## src/hw/rtl/epoch_seconds_to_calendar_macros.svh

```systemverilog
// Assertion macros shared by the calendar converter RTL.
// Each macro expects clk and rst to be visible where it is used.
`ifndef EPOCH_SECONDS_TO_CALENDAR_MACROS_SVH
`define EPOCH_SECONDS_TO_CALENDAR_MACROS_SVH

// Same-cycle implication, switched off while in reset.
`define ESC_ASSERT_IMPL(label, ante, cons) \
  label: assert property (@(posedge clk) disable iff (rst) (ante) |-> (cons)) \
    else $error("calendar converter: same-cycle check failed");

// Next-cycle implication, switched off while in reset.
`define ESC_ASSERT_NEXT(label, ante, cons) \
  label: assert property (@(posedge clk) disable iff (rst) (ante) |=> (cons)) \
    else $error("calendar converter: next-cycle check failed");

`endif

```

## src/hw/rtl/esc_pkg.sv

```systemverilog
// Shared types and constants for the epoch seconds to calendar converter.
// No dependencies.
`default_nettype none

package esc_pkg;

  localparam int NUM_STAGES = 6;

  // Stage control handed from the pipeline controller to the datapaths.
  typedef struct packed {
    logic [NUM_STAGES-1:0] load;
    logic [NUM_STAGES-1:0] valid;
  } pipe_ctrl_t;

  // secs / 86400 == (secs >> 7) / 675, done as multiply by 2^35/675 rounded up.
  localparam int          DAY_SHIFT     = 7;
  localparam int          DAY_K         = 35;
  localparam int          DAY_PROD_W    = 51;
  localparam logic [25:0] DAY_RECIP     = 26'd50903317;
  localparam logic [31:0] SECS_PER_DAY  = 32'd86400;

  // Day count from year zero, March based, at 1970-01-01.
  localparam logic [19:0] MARCH_EPOCH   = 20'd719468;
  localparam logic [19:0] CYC400_X4     = 20'd584388;
  localparam logic [19:0] CYC400_X5     = 20'd730485;
  localparam logic [17:0] DAYS_100Y     = 18'd36524;
  localparam logic [16:0] DAYS_4Y_RECIP = 17'd91868;   // 2^27 / 1461, rounded up
  localparam int          DAYS_4Y_K     = 27;
  localparam logic [15:0] DAYS_4Y       = 16'd1461;
  localparam logic [10:0] DAYS_1Y       = 11'd365;

  // Offset of each month in a year starting on March 1.
  localparam logic [8:0] MONTH_START [12] = '{
    9'd0, 9'd31, 9'd61, 9'd92, 9'd122, 9'd153,
    9'd184, 9'd214, 9'd245, 9'd275, 9'd306, 9'd337
  };

  // Time of day.
  localparam logic [13:0] HOUR_RECIP = 14'd9321;   // 2^21 / 225, rounded up
  localparam int          HOUR_K     = 21;
  localparam logic [16:0] SECS_PER_HOUR = 17'd3600;
  localparam logic [10:0] MIN_RECIP  = 11'd1093;   // 2^14 / 15, rounded up
  localparam int          MIN_K      = 14;
  localparam logic [11:0] SECS_PER_MIN = 12'd60;

  // Weekday: (n + 1) mod 7 via multiply by 2^20/7 rounded up.
  localparam logic [17:0] WEEK_RECIP = 18'd149797;
  localparam int          WEEK_K     = 20;
  localparam logic [16:0] DAYS_PER_WEEK = 17'd7;

endpackage

`default_nettype wire

```

## src/hw/rtl/esc_pipe_ctrl.sv

```systemverilog
// Valid bits and load enables for the six-stage converter pipeline.
// Depends on esc_pkg.
`default_nettype none

module esc_pipe_ctrl (
  input  wire logic              clk,
  input  wire logic              rst,
  input  wire logic              in_valid,
  output logic                   in_stall,
  output logic                   out_valid,
  input  wire logic              out_stall,
  output esc_pkg::pipe_ctrl_t    ctrl
);

  logic [esc_pkg::NUM_STAGES-1:0] valid;
  logic [esc_pkg::NUM_STAGES-1:0] ready;

  // A stage takes new content when it is empty or its occupant moves on.
  always_comb begin
    ready[esc_pkg::NUM_STAGES-1] = !valid[esc_pkg::NUM_STAGES-1] || !out_stall;
    for (int i = esc_pkg::NUM_STAGES - 2; i >= 0; i--) begin
      ready[i] = !valid[i] || ready[i+1];
    end
  end

  always_ff @(posedge clk) begin
    if (rst) begin
      valid <= '0;
    end else begin
      if (ready[0]) valid[0] <= in_valid;
      for (int i = 1; i < esc_pkg::NUM_STAGES; i++) begin
        if (ready[i]) valid[i] <= valid[i-1];
      end
    end
  end

  assign in_stall   = !ready[0];
  assign out_valid  = valid[esc_pkg::NUM_STAGES-1];
  assign ctrl.load  = ready;
  assign ctrl.valid = valid;

endmodule

`default_nettype wire

```

## src/hw/rtl/esc_day_split.sv

```systemverilog
// Stages 1 and 2: split the seconds count into whole days and seconds of day.
// Depends on esc_pkg.
`default_nettype none

module esc_day_split (
  input  wire logic           clk,
  input  wire esc_pkg::pipe_ctrl_t ctrl,
  input  wire logic [31:0]    epoch_seconds,
  output logic [15:0]         day_num,
  output logic [16:0]         day_sec
);

  logic [31:0]                    s1_secs;
  logic [esc_pkg::DAY_PROD_W-1:0] s1_prod;
  logic [15:0]                    day_q;
  logic [16:0]                    dsec;

  always_ff @(posedge clk) begin
    if (ctrl.load[0]) begin
      s1_secs <= epoch_seconds;
      s1_prod <= esc_pkg::DAY_PROD_W'(epoch_seconds[31:esc_pkg::DAY_SHIFT])
               * esc_pkg::DAY_PROD_W'(esc_pkg::DAY_RECIP);
    end
  end

  always_comb begin
    day_q = s1_prod[esc_pkg::DAY_K+15:esc_pkg::DAY_K];
    dsec  = 17'(s1_secs - 32'(day_q) * esc_pkg::SECS_PER_DAY);
  end

  always_ff @(posedge clk) begin
    if (ctrl.load[1]) begin
      day_num <= day_q;
      day_sec <= dsec;
    end
  end

endmodule

`default_nettype wire

```

## src/hw/rtl/esc_date.sv

```systemverilog
// Stages 3 to 6 of the date path: 400/100/4/1 year cycles, then month and day.
// Depends on esc_pkg.
`default_nettype none

module esc_date (
  input  wire logic           clk,
  input  wire esc_pkg::pipe_ctrl_t ctrl,
  input  wire logic [15:0]    day_num,
  output logic [11:0]         year,
  output logic [3:0]          month,
  output logic [4:0]          day_of_month
);

  // stage 3
  logic [19:0] d;
  logic        hi400;
  logic [17:0] r400;
  logic [1:0]  q100;
  logic [15:0] r100_c;
  logic [11:0] ybase_c;
  logic [15:0] s3_r100;
  logic [11:0] s3_ybase;
  // stage 4
  logic [32:0] s4_prod;
  logic [15:0] s4_r100;
  logic [11:0] s4_ybase;
  // stage 5
  logic [4:0]  q4;
  logic [10:0] r4;
  logic [1:0]  q1;
  logic [8:0]  doy_c;
  logic [11:0] yr_c;
  logic [8:0]  s5_doy;
  logic [11:0] s5_yr;
  // stage 6
  logic [3:0]  mi;
  logic [4:0]  dom_c;
  logic [3:0]  month_c;
  logic [11:0] year_c;

  // 400-year quotient is 4 or 5 across the whole 32-bit input range.
  always_comb begin
    d     = 20'(day_num) + esc_pkg::MARCH_EPOCH;
    hi400 = (d >= esc_pkg::CYC400_X5);
    r400  = 18'(d - (hi400 ? esc_pkg::CYC400_X5 : esc_pkg::CYC400_X4));
    priority if (r400 >= 18'(3 * esc_pkg::DAYS_100Y)) q100 = 2'd3;
    else if (r400 >= 18'(2 * esc_pkg::DAYS_100Y))     q100 = 2'd2;
    else if (r400 >= esc_pkg::DAYS_100Y)              q100 = 2'd1;
    else                                              q100 = 2'd0;
    r100_c  = 16'(r400 - 18'(q100) * esc_pkg::DAYS_100Y);
    ybase_c = (hi400 ? 12'd2000 : 12'd1600) + 12'(q100) * 12'd100;
  end

  always_ff @(posedge clk) begin
    if (ctrl.load[2]) begin
      s3_r100  <= r100_c;
      s3_ybase <= ybase_c;
    end
    if (ctrl.load[3]) begin
      s4_prod  <= 33'(s3_r100) * 33'(esc_pkg::DAYS_4Y_RECIP);
      s4_r100  <= s3_r100;
      s4_ybase <= s3_ybase;
    end
  end

  // Quotient of the 1-year step capped at 3 so a leap day stays in its year.
  always_comb begin
    q4 = s4_prod[esc_pkg::DAYS_4Y_K+4:esc_pkg::DAYS_4Y_K];
    r4 = 11'(s4_r100 - 16'(q4) * esc_pkg::DAYS_4Y);
    priority if (r4 >= 11'(3 * esc_pkg::DAYS_1Y)) q1 = 2'd3;
    else if (r4 >= 11'(2 * esc_pkg::DAYS_1Y))     q1 = 2'd2;
    else if (r4 >= esc_pkg::DAYS_1Y)              q1 = 2'd1;
    else                                          q1 = 2'd0;
    doy_c = 9'(r4 - 11'(q1) * esc_pkg::DAYS_1Y);
    yr_c  = s4_ybase + 12'(q4) * 12'd4 + 12'(q1);
  end

  always_ff @(posedge clk) begin
    if (ctrl.load[4]) begin
      s5_doy <= doy_c;
      s5_yr  <= yr_c;
    end
  end

  // Month index from March = number of month starts after March 1 at or before the day.
  always_comb begin
    mi = '0;
    for (int k = 1; k < 12; k++) begin
      mi = mi + 4'(s5_doy >= esc_pkg::MONTH_START[k]);
    end
    dom_c = 5'(s5_doy - esc_pkg::MONTH_START[mi] + 9'd1);
    if (mi >= 4'd10) begin
      month_c = mi - 4'd9;        // January, February: next civil year
      year_c  = s5_yr + 12'd1;
    end else begin
      month_c = mi + 4'd3;
      year_c  = s5_yr;
    end
  end

  always_ff @(posedge clk) begin
    if (ctrl.load[5]) begin
      year         <= year_c;
      month        <= month_c;
      day_of_month <= dom_c;
    end
  end

endmodule

`default_nettype wire

```

## src/hw/rtl/esc_time.sv

```systemverilog
// Stages 3 to 6 of the time path: hour, minute, second and weekday.
// Depends on esc_pkg.
`default_nettype none

module esc_time (
  input  wire logic           clk,
  input  wire esc_pkg::pipe_ctrl_t ctrl,
  input  wire logic [15:0]    day_num,
  input  wire logic [16:0]    day_sec,
  output logic [4:0]          hour,
  output logic [5:0]          minute,
  output logic [5:0]          second,
  output logic [2:0]          weekday
);

  logic [16:0] wd_x;
  logic [26:0] s3_phr;
  logic [16:0] s3_dsec;
  logic [34:0] s3_pwd;
  logic [16:0] s3_wdx;

  logic [4:0]  hr_c;
  logic [11:0] rest_c;
  logic [14:0] q7;
  logic [2:0]  wd_c;
  logic [4:0]  s4_hr;
  logic [11:0] s4_rest;
  logic [2:0]  s4_wd;

  logic [20:0] s5_pmin;
  logic [11:0] s5_rest;
  logic [4:0]  s5_hr;
  logic [2:0]  s5_wd;

  logic [5:0]  min_c;
  logic [5:0]  sec_c;

  assign wd_x = 17'(day_num) + 17'd1;

  always_ff @(posedge clk) begin
    if (ctrl.load[2]) begin
      s3_phr  <= 27'(day_sec[16:4]) * 27'(esc_pkg::HOUR_RECIP);
      s3_dsec <= day_sec;
      s3_pwd  <= 35'(wd_x) * 35'(esc_pkg::WEEK_RECIP);
      s3_wdx  <= wd_x;
    end
  end

  always_comb begin
    hr_c   = s3_phr[esc_pkg::HOUR_K+4:esc_pkg::HOUR_K];
    rest_c = 12'(s3_dsec - 17'(hr_c) * esc_pkg::SECS_PER_HOUR);
    q7     = s3_pwd[esc_pkg::WEEK_K+14:esc_pkg::WEEK_K];
    wd_c   = 3'(s3_wdx - 17'(q7) * esc_pkg::DAYS_PER_WEEK) + 3'd1;
  end

  always_ff @(posedge clk) begin
    if (ctrl.load[3]) begin
      s4_hr   <= hr_c;
      s4_rest <= rest_c;
      s4_wd   <= wd_c;
    end
    if (ctrl.load[4]) begin
      s5_pmin <= 21'(s4_rest[11:2]) * 21'(esc_pkg::MIN_RECIP);
      s5_rest <= s4_rest;
      s5_hr   <= s4_hr;
      s5_wd   <= s4_wd;
    end
  end

  always_comb begin
    min_c = s5_pmin[esc_pkg::MIN_K+5:esc_pkg::MIN_K];
    sec_c = 6'(s5_rest - 12'(min_c) * esc_pkg::SECS_PER_MIN);
  end

  always_ff @(posedge clk) begin
    if (ctrl.load[5]) begin
      hour    <= s5_hr;
      minute  <= min_c;
      second  <= sec_c;
      weekday <= s5_wd;
    end
  end

endmodule

`default_nettype wire

```

## src/hw/rtl/epoch_seconds_to_calendar.sv

```systemverilog
// Epoch seconds to calendar converter, top level.
// Depends on esc_pkg, esc_pipe_ctrl, esc_day_split, esc_date, esc_time and
// epoch_seconds_to_calendar_macros.svh.
// Usage:
//  - Input channel in_valid / in_stall carries one word: epoch_seconds, an
//    unsigned count of seconds since 1970-01-01 00:00:00. Any 32-bit value.
//  - Output channel out_valid / out_stall carries one word per input word:
//    year, month, day_of_month, hour, minute, second and weekday, where
//    1970-01-01 gives weekday 2.
//  - A word is taken on a rising edge with valid high and stall low.
//  - Depth: six register stages. A word accepted on a rising edge passes
//    through all six in order before it is presented with out_valid.
//  - Throughput: one word per cycle, sustained while out_stall is low.
//    Stage depth is set by the constant-reciprocal multiplies (days,
//    4-year cycle, hour, minute, weekday), each followed by a register.
//  - Stall: out_stall freezes the output stage; upstream stages keep moving
//    into empty slots, so bubbles close up. in_stall rises only once all six
//    stages hold a word, and the words are held intact, none lost or doubled.
//  - Reset (rst, synchronous, active high) empties the pipeline; no words
//    are presented until new ones are accepted. There is no other state.
`default_nettype none

`include "epoch_seconds_to_calendar_macros.svh"

module epoch_seconds_to_calendar (
  input  wire logic        clk,
  input  wire logic        rst,
  input  wire logic        in_valid,
  output logic             in_stall,
  input  wire logic [31:0] epoch_seconds,
  output logic             out_valid,
  input  wire logic        out_stall,
  output logic [11:0]      year,
  output logic [3:0]       month,
  output logic [4:0]       day_of_month,
  output logic [4:0]       hour,
  output logic [5:0]       minute,
  output logic [5:0]       second,
  output logic [2:0]       weekday
);

  esc_pkg::pipe_ctrl_t ctrl;
  logic [15:0]         day_num;
  logic [16:0]         day_sec;
  logic                in_take;
  logic                out_take;
  logic [2:0]          fill;
  logic                cal_ok;

  // Valid bits and per-stage load enables.
  esc_pipe_ctrl u_ctrl (
    .clk       (clk),
    .rst       (rst),
    .in_valid  (in_valid),
    .in_stall  (in_stall),
    .out_valid (out_valid),
    .out_stall (out_stall),
    .ctrl      (ctrl)
  );

  // Stages 1-2: days since epoch and seconds of the day.
  esc_day_split u_split (
    .clk           (clk),
    .ctrl          (ctrl),
    .epoch_seconds (epoch_seconds),
    .day_num       (day_num),
    .day_sec       (day_sec)
  );

  // Stages 3-6: Gregorian year, month, day of month.
  esc_date u_date (
    .clk          (clk),
    .ctrl         (ctrl),
    .day_num      (day_num),
    .year         (year),
    .month        (month),
    .day_of_month (day_of_month)
  );

  // Stages 3-6: time of day and weekday, running alongside the date path.
  esc_time u_time (
    .clk     (clk),
    .ctrl    (ctrl),
    .day_num (day_num),
    .day_sec (day_sec),
    .hour    (hour),
    .minute  (minute),
    .second  (second),
    .weekday (weekday)
  );

  // Handshakes and occupancy, for the checks below.
  assign in_take  = in_valid && !in_stall;
  assign out_take = out_valid && !out_stall;
  assign fill     = 3'($countones(ctrl.valid));
  assign cal_ok   = (month >= 4'd1) && (month <= 4'd12) && (day_of_month != 5'd0)
                 && (weekday != 3'd0) && (hour <= 5'd23);

  // The input is only held off when every stage is occupied.
  `ESC_ASSERT_IMPL(a_stall_only_full, in_stall, (&ctrl.valid))
  // A word in with none out adds exactly one word to the pipeline.
  `ESC_ASSERT_NEXT(a_fill_count, (in_take && !out_take), (fill == $past(fill) + 3'd1))
  // A word out with none in removes exactly one.
  `ESC_ASSERT_NEXT(a_drain_count, (!in_take && out_take), (fill + 3'd1 == $past(fill)))
  // Presented results are calendar values.
  `ESC_ASSERT_IMPL(a_result_range, out_valid, cal_ok)

endmodule

`default_nettype wire

```

## config.mk

```make
export PLATFORM = sky130hd
export DESIGN_NAME = epoch_seconds_to_calendar
export DESIGN_NICKNAME = d
export VERILOG_FILES = /design/src/hw/rtl/esc_pkg.sv /design/src/hw/rtl/esc_pipe_ctrl.sv /design/src/hw/rtl/esc_day_split.sv /design/src/hw/rtl/esc_date.sv /design/src/hw/rtl/esc_time.sv /design/src/hw/rtl/epoch_seconds_to_calendar.sv
export VERILOG_INCLUDE_DIRS = /design/src /design/src/hw/rtl
export SDC_FILE = /design/constraint.sdc
export NUM_CORES = 2
export LEC_CHECK = 0
export ABC_AREA = 1
export BUFFER_PORTS_ARGS = -buffer_cell sky130_fd_sc_hd__clkbuf_2
export CORE_ASPECT_RATIO = 2
export CORE_MARGIN = 1
export CORE_UTILIZATION = 31
export CTS_CLUSTER_DIAMETER = 120
export CTS_CLUSTER_SIZE = 30
export DETAILED_ROUTE_END_ITERATION = 10
export PLACE_DENSITY = 0.48
export SLEW_MARGIN = 20
export SYNTH_ARGS = -nofsm -noshare
export SYNTH_HDL_FRONTEND = slang
export SYNTH_SLANG_ARGS = --single-unit
```

## constraint.sdc

```tcl
create_clock -name clk -period 13.9 [get_ports clk]
set_input_delay 2.085 -clock clk [delete_from_list [all_inputs] [get_ports clk]]
set_output_delay 2.085 -clock clk [all_outputs]
set_load 0.01 [all_outputs]
```

Word-level counts from Yosys, hierarchy flattened
Memory sizes are Yosys's and may differ from the RTL's.
Cells that the tools add are included.
Word-level totals
  bits in registers: 380
  memory bits (read-only): 144
  output and inout port bits: 43
  memories: 1
Cells by class
  $add $sub $neg: 29
  $mul: 13
  $lt $le $gt $ge: 20
  multiplexer cells: 12
  bitwise operators: 1
  reductions and logical operators: 14
Memory list
  (name not given): words 16, bits a word 9, read ports 1, clocked after memory_dff 0, write ports 0, line esc_date.sv:91  | dom_c = 5'(s5_doy - esc_pkg::MONTH_START[mi] + 9'd1);
Operator list (count)
  multiplier 25 x 26 -> 51 bit (second input constant): 1
  adder 4 x 1 -> 4 bit: 9
  >= comparator 18 x 17 -> 1 bit (second input constant): 2
  >= comparator 9 x 8 -> 1 bit (second input constant): 4
  multiplier 17 x 18 -> 35 bit (second input constant): 1
  multiplier 16 x 15 -> 30 bit (second input constant): 1
  >= comparator 9 bit (second input constant): 3
  multiplier 13 x 14 -> 26 bit (second input constant): 1
  adder 16 x 20 -> 20 bit (second input constant): 1
  >= comparator 20 bit (second input constant): 1
  multiplier 10 x 11 -> 20 bit (second input constant): 1
  >= comparator 18 x 16 -> 1 bit (second input constant): 1
  >= comparator 9 x 7 -> 1 bit (second input constant): 2
  2-to-1 mux 18 bit: 1
  subtractor 18 bit: 1
  adder 16 x 1 -> 17 bit (second input constant): 1
  subtractor 17 bit: 1
  multiplier 16 x 10 -> 10 bit (second input constant): 1
  subtractor 16 bit: 1
  multiplier 15 x 3 -> 3 bit (second input constant): 1
  multiplier 2 x 14 -> 14 bit (second input constant): 1
  adder 12 x 1 -> 12 bit (second input constant): 1
  adder 12 x 2 -> 12 bit: 1
  adder 12 x 7 -> 12 bit: 1
  other kinds (33): 50

Longest topological paths before layout
  depth in word-level cells: 17
  depth in mapped cells: 52
  gate-level depth less buffers: 52

By module
Synthesis repeated with hierarchy kept, for this count alone.
Unflattened totals
  cells, all modules: 4268
  area total of the unflattened synthesis: 37368.3 um^2
By module, submodules not included
  esc_day_split: times used 1, cells each 1765, area an instance 14636.5 um^2, sequential area each 1981.9 um^2
  esc_date: times used 1, cells each 1434, area an instance 12645.9 um^2, sequential area each 2762.6 um^2
  esc_time: times used 1, cells each 1042, area an instance 9833.2 um^2, sequential area each 2492.4 um^2
  esc_pipe_ctrl: times used 1, cells each 27, area an instance 252.7 um^2, sequential area each 120.1 um^2

Worst setup path after synthesis
Ideal clock, no wire load.
  kind: input to output
  start: input out_stall
  end: output in_stall
  arrival: 7092 ps
  setup slack: 4723 ps
  stages: 10
  path buffers: 0
  cells stage by stage: nand2_1 nor2_1 inv_1 nor2_1 inv_1 nor2_1 inv_1 nor2_1 inv_1 nor2_1
RTL lines
  start: declaration: line epoch_seconds_to_calendar.sv:32  | input wire logic out_stall,
  end: declaration: line epoch_seconds_to_calendar.sv:29  | output logic in_stall,

Worst setup path in the final report
  start: input epoch_seconds[30]
  end: register u_split.s1_prod[48] (netlist bit) (data pin)
Between the ends
  longest elaborated chain between the ends: 1
Ends and longest elaborated chain
  start: declaration: line epoch_seconds_to_calendar.sv:30  | input wire logic [31:0] epoch_seconds,
  multiplier 25 x 26 -> 51 bit: line esc_day_split.sv:22  | * esc_pkg::DAY_PROD_W'(esc_pkg::DAY_RECIP);
  end signal: assignment: line esc_day_split.sv:21  | s1_prod <= esc_pkg::DAY_PROD_W'(epoch_seconds[31:esc_pkg::DAY_SHIFT])
  end: declaration: line esc_day_split.sv:14  | logic [esc_pkg::DAY_PROD_W-1:0] s1_prod;
Every way passes these cells.
A chain may end at the register's enable or synchronous reset.

==> metrics.csv <==
metric;value;unit
outcome;finished clean;
slowest cell delay on critical path;0.56;ns
crit-path max FO;10;
Slew @ Worst Pin;0.821;ns
HP Start;u_date.s3_ybase[5];
GRT Max-Usage Layer;met2;
core box area;109000;um2
WHS;0.430;ns
CTS Buffer Depth;3;
nets@finish;4695;
Async SR Flop Fraction;0;
met3 Track Usage GR;0.00868;
DRT Wirelength;86500;um
flop-to-flop setup slack;6.63;ns
CP bufs+invs;4;
setup TNS;0;ns
maxcap violations;0;
non-filler cells, final;4915;
Syn. warnings;0;
CTS tree;built;
min Tclk post-route;7.97;ns
synthesized net count;4597;
first-pass GRT wire length;135000;um
final max-slew violation count;0;
Post-synth EDFFs;241;
layout cells sized above 1;0.0467;
die area;111000;um2
Top delay family on crit path;adder cells;
Syn Inst Count;3429;
commonest non-fill, non-tap cell in the layout;inv_1;
Root Driver;clkbuf_16;
post-cts sizing count;0;
FMAX;0.126;GHz
synthesized area per cell;9.94;um2
CP arrival;8.24;ns
most frequent cells in the layout;870 x inv_1, 739 x ha_1, 393 x fa_1;
cell count of the worst reg-to-reg path;31;
Die X;237;um
slowest CP cell;fa_1;
largest net degree at the start of global routing;51;
Worst path depth;20;
crit share post-route;0.573;
Iter 0 DRT Violations;601;
vias per cell;4.62;
sequential element share of the synthesized area;0.216;
clock buffer count from CTS;12;
Final Skew;0.0135;ns
RSZ-0062 raised after global routing;false;
ANT cells;0;
worst reg2reg endpoint;u_date.s5_doy[8];
hpwl dp;78100;um
CTS Hold Bufs;0;
post-layout util;0.337;
Placed Instances;4897;
Hold Path Class;reg2reg;
GR Util met2;0.357;
cells along the critical path;clkbuf_2 > fa_1 > inv_1 > fa_1 > fa_1 > inv_1 > fa_1 > fa_1 > fa_1 > ha_1 > ha_1 > a21oi_1 > inv_1 > a31oi_1 > o221ai_1 > a31oi_1 > o211ai_1 > a21o_1 > a21oi_1 > xor2_1;
Area Growth Syn to Fin;7.44;%
H-tree levels;1;
Post-Synthesis Cell Area;34100;um2
Die Y;471;um
post-CTS setup buffers;0;
Worst setup endpoint;u_split.s1_prod[48];
wire per inst;17.6;um
Synth cell types;53;
via count;22690;
Initial Util;0.314;
First-pass DRT Iterations;7;
I/O Pins;79;
total gr overflow;0;
clk_lat worst skew;0.50;ns
residual DRC count;0;
vias in the first global route;25333;
port bufs;78;
Tot GR Track Use;0.159;
Crit Path Category;in2reg;
Worst R2R Start;u_date.s4_prod[27];
Critical Path RT;14.17;ns
Critical Path End Type;flip-flop;
initial antenna violation count;1;
Worst setup startpoint;epoch_seconds[30];
row cnt;171;
clock sink count;247;
CP most frequent cell;fa_1;
DRT antenna net count;0;
Worst-path clk slew;0.12;ns
Rel. slew slack;0.447;
Final Hold Fails;0;
Setup crit start kind;input pin;
Primary FF master, synth;edfxtp_1;
Final setup viols;0;
GPL Wtd Cong;0.913;
grt met1 use;0.130;
FF+latch count, synth;247;
## routing by layer
layer | wire length [um] | up-vias
met5 | 13 | -
met3 | 1280 | 165
li1 | - | 11191
met4 | 5140 | 2
met1 | 26300 | 11040
met2 | 53800 | 292
## Yosys cell counts, types with 14 or more instances
master    instances  area share
fa_1            393        0.23
nand2_1         325       0.036
ha_1            739        0.27
o21ai_0          80       0.012
a21oi_1         168       0.025
nor3_1           21      0.0031
edfxtp_1        241        0.21
inv_1           873       0.096
nand4_1          34      0.0062
xnor2_1          64       0.016
a31oi_1          14      0.0026
nor2_1          141       0.016
nand2_2          22      0.0040
xor2_1          101       0.026
nand3_1          94       0.014
## sequential cells by signal, summed over array words and instances, names as in the netlist, 11 cells and up
signal           flops
u_split.s1_prod     18
u_split.day_sec     17
u_date.s3_r100      16
u_split.day_num     16
u_split.s1_secs     15
u_date.s5_yr        12
u_date.year         12
u_time.s3_dsec      12
u_time.s4_rest      12
u_date.s4_r100      11
## kinds of logic after synthesis
group,Yosys count,synth area share
mux,1,0.000330
compound gates,321,0.0529
buf+inv,885,0.0975
simple gates,677,0.0888
flops,247,0.216
fa+ha+maj,1132,0.502
xor+xnor,166,0.0429
## worst min-delay path by stage
stage | depth (start not counted) | end
after floorplan | 0 | u_date.s4_ybase[10]
after global placement | 0 | u_date.s4_ybase[6]
after detailed placement | 0 | u_date.s4_ybase[5]
after CTS | 0 | u_time.s5_rest[1]
after global routing | 0 | u_time.s5_rest[1]
final | 0 | u_date.s4_ybase[5]
## per-stage QoR
step | area, um2 | setup WS [ns]
finish | 36600 | 5.93
global route | 36600 | 5.72
CTS | 36600 | 6.00
detailed placement | 36300 | 5.45
global placement | 36300 | 5.47
floorplan | 34100 | 4.72
## cell type report
| class | count | area (um2) |
|---|---|---|
| timing repair buffer | 85 | 443 |
| fill | 11278 | 72100 |
| sequential | 247 | 7360 |
| tap | 1384 | 1730 |
| multi-input combinational | 2297 | 23400 |
| clock inverter | 2 | 27.5 |
| inverter | 884 | 3320 |
| clock buffer | 16 | 337 |
Power is not shown: default switching activity piles up to over one toggle a cycle in this logic, so the estimate is an artifact.
